==> src/design/fqaa_pkg.sv <==
`timescale 1ns / 1ps
// ----------------------------------------------------------------------------
// fqaa_pkg
// Shared widths and pipeline payload types for the arcsine angle core.
// ----------------------------------------------------------------------------
package fqaa_pkg;

	localparam int IN_W   = 32;
	localparam int MAG_W  = IN_W + 1;
	localparam int SQ_W   = 2 * IN_W;
	localparam int ROOT_W = IN_W;
	localparam int ROM_W  = 29;
	localparam int ROM_Q  = 30;

	typedef struct packed {
		logic valid;
		logic re_pos;
		logic im_neg;
		logic zero;
	} fqaa_ctl_t;

	typedef struct packed {
		fqaa_ctl_t         ctl;
		logic [SQ_W-1:0]   rad;
		logic [ROOT_W+1:0] rem;
		logic [ROOT_W-1:0] root;
		logic [MAG_W-1:0]  aim;
	} fqaa_sqrt_t;

	typedef struct packed {
		fqaa_ctl_t         ctl;
		logic              ovf;
		logic              nbit;
		logic [ROOT_W-1:0] mag;
		logic [ROOT_W-1:0] rem;
	} fqaa_div_t;

endpackage

==> src/design/fqaa_sqrt_cell.sv <==
`timescale 1ns / 1ps
// ----------------------------------------------------------------------------
// fqaa_sqrt_cell
// One digit-pair step of the integer square root chain.
// ----------------------------------------------------------------------------
module fqaa_sqrt_cell (
	input  logic               clk,
	input  logic               arst_n,
	input  logic               en,
	input  fqaa_pkg::fqaa_sqrt_t d,
	output fqaa_pkg::fqaa_sqrt_t q
);
	import fqaa_pkg::*;

	logic [ROOT_W+1:0] r2;
	logic [ROOT_W+1:0] trial;
	logic              ge;
	fqaa_ctl_t         ctl_q;
	logic [SQ_W-1:0]   rad_q;
	logic [ROOT_W+1:0] rem_q;
	logic [ROOT_W-1:0] root_q;
	logic [MAG_W-1:0]  aim_q;

	assign r2    = {d.rem[ROOT_W-1:0], d.rad[SQ_W-1 -: 2]};
	assign trial = {d.root, 2'b01};
	assign ge    = r2 >= trial;

	always_ff @(posedge clk or negedge arst_n) begin
		if (!arst_n) begin
			ctl_q <= '0;
		end else if (en) begin
			ctl_q <= d.ctl;
		end
	end

	always_ff @(posedge clk) begin
		if (en) begin
			rad_q  <= {d.rad[SQ_W-3:0], 2'b00};
			rem_q  <= ge ? r2 - trial : r2;
			root_q <= {d.root[ROOT_W-2:0], ge};
			aim_q  <= d.aim;
		end
	end

	assign q = '{ctl: ctl_q, rad: rad_q, rem: rem_q, root: root_q, aim: aim_q};

endmodule

==> config.mk <==
export PLATFORM = sky130hd
export DESIGN_NAME = fqaa_sqrt_cell
export DESIGN_NICKNAME = d
export VERILOG_FILES = /design/src/design/fqaa_pkg.sv /design/src/design/fqaa_sqrt_cell.sv
export SDC_FILE = /design/constraint.sdc
export NUM_CORES = 1
export LEC_CHECK = 0
export BUFFER_PORTS_ARGS = -buffer_cell sky130_fd_sc_hd__clkbuf_2
export CORE_MARGIN = 2
export CORE_UTILIZATION = 47
export CTS_CLUSTER_DIAMETER = 80
export DETAILED_ROUTE_END_ITERATION = 7
export HOLD_SLACK_MARGIN = 0.1
export PLACE_DENSITY = 0.8
export SETUP_SLACK_MARGIN = 0.5
export SYNTH_ARGS = -nofsm -noshare
export SYNTH_HDL_FRONTEND = slang
export SYNTH_SLANG_ARGS = --single-unit
==> constraint.sdc <==
create_clock -name clk -period 1.2 [get_ports clk]
set_clock_uncertainty 0.15 [all_clocks]
set_input_delay 0 -clock clk [delete_from_list [all_inputs] [get_ports clk]]
set_output_delay 0 -clock clk [all_outputs]
set_load 0.05 [all_outputs]
==> results.toml, run 1 <==
[run_status]
status = "stopped before the end"
lastStage = "global routing (5_1_grt)"
stop_error = "[ERROR GRT-0232] Routing congestion too high. Check the congestion heatmap in the GUI."

[die]
die_height_um = 130
ios = 337
rows = 45
start_util_pct = 48.5
die_w_um = 130

[clock_tree]
clk_path_buf_depth = 2
clkSinkCount = 165
ctsRootBufferMaster = "clkbuf_16"
htreeDepth = 4
numCtsBuffers = 17

[grt]
grt_max_degree = 60
grt.total_usage_pct = 91.9
overflow = 645
antenna_found_initial = 8

[synthesis]
synth-async-reset-ratio_pct = 2.42
yosysTopAreaCell = "edfxtp_1"
syn_area_um2 = 7430
synth.distinct_cells = 58
syn_inst = 509
ys_seq_area_share_pct = 66.4
ys.flop_type = "edfxtp_1"
syn_avg_cell_area_um2 = 14.6
ys_ff_latch = 165
yosysTopAreaCellShare_pct = 65.1
ys_warn_count = 0
synth-edff-count = 161
netlist_top_cells_area = "edfxtp_1, ha_1, mux2_1"

[placement]
place_hpwl_mm = 17.6
io_buffers = 332
place_congestion = 0.874

[sta]
worst_endpoint = "rem_q[31]$_DFFE_PP_/D"
worst_path_end_type = "register input"
## through the flow
stage               instance area [µm²]  setup slack (ns)  hold WS, ns  utilization [%]  std cells
CTS                               14200             -1.01       -0.360             92.7       1327
detailed placement                10400             -1.57       -0.335             68.1       1160
global placement                  10400             -1.51       -0.336             68.1       1160
floorplan                          7590             -1.30       -0.446                -        510
## cells by family after synthesis
| kind of cell | synth area share, % |
|---|---|
| DFF | 66.4 |
| AOI/OAI and AO/OA | 9.76 |
| and+or+nand+nor | 5.98 |
| buffers and inverters | 3.23 |
| muxes | 5.44 |
| adders and majority gates | 5.72 |
| xor gates and xnor gates | 3.42 |
| other | 0.0505 |
## repair_timing
| item | CTS |
|---|---|
| setup buffers | 8 |
| cloned | 3 |
| resized for setup | 400 |
| setup endpoints to repair | 204 |
| hold buffers | 124 |
| endpoints found under the hold margin | 329 |
| pin swaps | 14 |
## synthesized netlist by cell type, types with 9 or more instances
cell        n
edfxtp_1  161
inv_1      35
ha_1       34
mux2_1     26
nand2_1    24
a21oi_1    23
nor2_1     21
xnor2_1    20
a21o_1     13
o21ai_0    13
clkbuf_1   12
nand3_1    10
mux2_2      9
o21a_1      9
xor2_1      9
## routing by layer
layer | GRT overflow | global-route usage, %
met1 | 8 | 85.2
met2 | 431 | 111
met3 | 12 | 76.1
met4 | 190 | 106
met5 | 4 | 32.6
==> inputs of run 2 (changes only) <==
--- a/config.mk
+++ b/config.mk
@@ -7,12 +7,9 @@
 export LEC_CHECK = 0
 export BUFFER_PORTS_ARGS = -buffer_cell sky130_fd_sc_hd__clkbuf_2
 export CORE_MARGIN = 2
-export CORE_UTILIZATION = 47
-export CTS_CLUSTER_DIAMETER = 80
+export CORE_UTILIZATION = 35
 export DETAILED_ROUTE_END_ITERATION = 7
-export HOLD_SLACK_MARGIN = 0.1
-export PLACE_DENSITY = 0.8
-export SETUP_SLACK_MARGIN = 0.5
+export PLACE_DENSITY_LB_ADDON = 0.15
 export SYNTH_ARGS = -nofsm -noshare
 export SYNTH_HDL_FRONTEND = slang
 export SYNTH_SLANG_ARGS = --single-unit
==> run 2 against run 1 <==
Effect of this change:
- the flow now finishes, with violations (negative setup slack)
- synthesized cell count did not move
- area after synthesis did not move
==> results.toml, run 2 <==
[power]
power_density_nw_per_um2 = 1350
p_leak_nw = 6.20
peakVddDrop_v = 0.000968

[setup_path]
rr_worst_depth = 1
critPathSlowestCell = "o311a_4"
path_cells = "buf_6, inv_4, ha_4, buf_4, o211ai_1, o21ai_2, o211ai_2, a21oi_4, buf_4, o311a_4, o31ai_4, xnor2_1, mux2_4"
cp-start-kind = "primary input"
crit_start = "d[33]"
cp.required_ns = 1.23
critPathKind = "primary input to flip-flop"
cp_num_cells = 13
crit_arrival_ns = 2.22
cp_top_family = "compound AO/OA/AOI/OAI gates"
r2r_slack_ns = 0.28
cpPeakStageDelay_ns = 0.34
r2r_end = "q[163]"
path_max_fanout = 3
r2r_start = "q[163]"
crit_buf_inv = 4
critPathMostFrequentCell = "buf_4"
endpoint = "rem_q[31]"
worstSetupEndpointType = "flip-flop"

[routing]
route.detailed.drc = 0
drt-vias-per-instance = 4.73
wl_per_cell_um = 18.6
drtIter0Drc = 286
vias = 6785
routed_wl_mm = 26.6
drtAntennaViolNets = 0
drt-pass1-iter-count = 5

[sta]
grt_setup_unrepaired = "true"
tightest_slew_ns = 0.919
max_freq_mhz = 456
period_minus_slack_ns = 2.19
slew_violations = 0
setup_ws_ns = -0.995
min_period_over_period_pct = 183
setup_violations = 38
slew-limit-headroom_pct = 38.1
hold_viol = 0

[die]
start_util_pct = 35.5
core_area_um2 = 21000
rows = 53
die-area_um2 = 22400
ios = 337
die_w_um = 150
die_height_um = 150

[synthesis]
synth-async-reset-ratio_pct = 2.42
yosysTopAreaCell = "edfxtp_1"
netlist_top_cells_area = "edfxtp_1, ha_1, mux2_1"
ys_ff_latch = 165
ys.flop_type = "edfxtp_1"
syn_inst = 509
ys_seq_area_share_pct = 66.4
synth.most_common_cell = "edfxtp_1"
synth.distinct_cells = 58
ys_warn_count = 0
syn_area_um2 = 7430
yosysTopAreaCellShare_pct = 65.1
synthTopCellsByCount = "edfxtp_1, inv_1, ha_1"
syn_avg_cell_area_um2 = 14.6
synth-edff-count = 161

[finish]
final_core_util_pct = 66.4
largest_register_ffs = 62
reg_top3 = "rad_q x62, rem_q x34, aim_q x33"
area_delta_synth_final_pct = 87.1
num-nets-final = 1350
layout_common_cells = "buf_4, dlygate4sd3_1, edfxtp_1"
filler_cell_count = 1555
layout.cells.most_common = "buf_4"
fin_cells = 1435
largest-register = "rad_q"
multi_input_area_um2 = 2900
seq_area_um2 = 4930
drive_above_1_share_pct = 52.5

[run]
maxCapViolCount = 0

[placement]
dpl.cell_count = 1214
io_buffers = 332
dp_slack_ns = -1.60
place_congestion = 0.852
place_hpwl_mm = 17.3

[clock_tree]
htreeDepth = 4
clk_pin_slew_ns = 0.07
ctsRootBufferMaster = "clkbuf_16"
numCtsBuffers = 17
clk_path_buf_depth = 2
clkSinkCount = 165
tritoncts = "yes"
worstSkewPairLatency_ns = 0.42

[grt]
antenna_found_initial = 3
grt_max_degree = 52
grt_pass1_wl_mm = 37.6
overflow = 0
grt_pass1_vias = 7033
grt.total_usage_pct = 22.1

[hold_path]
min_path_cells = 5
hp-class = "primary input to flip-flop"

[run_status]
violations = "negative setup slack"
status = "finished with violations"
run 2: cell type report:
class / count / share of cell area [%]
diodes: 1 / 0.0180
clock buffers: 18 / 3.09
clock inverters: 14 / 0.990
inverters: 35 / 1.02
multi-input cells: 291 / 20.9
flip-flops and latches: 165 / 35.5
well taps: 275 / 2.47
repair buffers: 636 / 36.1
run 2: worst min-delay path by stage:
stage,from,end,slack [ns]
2_1_floorplan,arst_n,q[163],-0.45
3_3_place_gp,arst_n,q[163],-0.35
3_5_place_dp,arst_n,q[163],-0.34
4_1_cts,d[85],rem_q[22],-0.26
5_1_grt,d[70],rem_q[7],0.07
6_report,d[96],rem_q[30],0.05
run 2: repair_timing:
action / in CTS / in global routing
pin swaps: 18 / 31
hold buffers: 167 / 1
setup buffers: 11 / 8
resized for setup: 177 / 236
hold endpoints to repair: 279 / 1
gates cloned: 3 / 1
setup endpoints to repair: 141 / 151
run 2: per-stage QoR:
stage	area, µm²	power [mW]	hold WS (ns)	setup TNS (ns)
global route	13900	19.5	0.0675	-35.20
CTS	13400	18.5	-0.261	-32.74
floorplan	7590	10.4	-0.446	-43.80
finish	13900	18.8	0.0501	-32.17
detailed placement	10400	12.1	-0.336	-52.11
global placement	10400	12.0	-0.347	-50.51
run 2: logic make-up (layout without fill, tap and decap cells):
group,after synthesis,count (layout),synth area share (%)
AOI/OAI and AO/OA,100,100,9.76
adders and majority gates,34,34,5.72
buffers and inverters,54,703,3.23
and+or+nand+nor,90,90,5.98
muxes,36,36,5.44
other,1,3,0.0505
DFF,165,165,66.4
xor gates and xnor gates,29,29,3.42
run 2: report_power, final:
part / switching, mW / internal (mW) / total [mW]
Combinational: 3.65 / 2.67 / 6.31
Sequential: 0.183 / 6.96 / 7.14
Clock: 2.62 / 2.75 / 5.37
Total: 6.45 / 12.4 / 18.8
run 2: per-layer routing:
layer | vias up | wire (µm) | GRT usage (%) | part of all wire (%)
met5 | - | 12 | 0 | 0.045
met4 | 2 | 958 | 8.54 | 3.6
met3 | 58 | 1910 | 5.76 | 7.2
met2 | 264 | 13800 | 40.0 | 52
met1 | 3247 | 9940 | 24.9 | 37
li1 | 3214 | - | - | -
(Power assumes the default switching activity.)
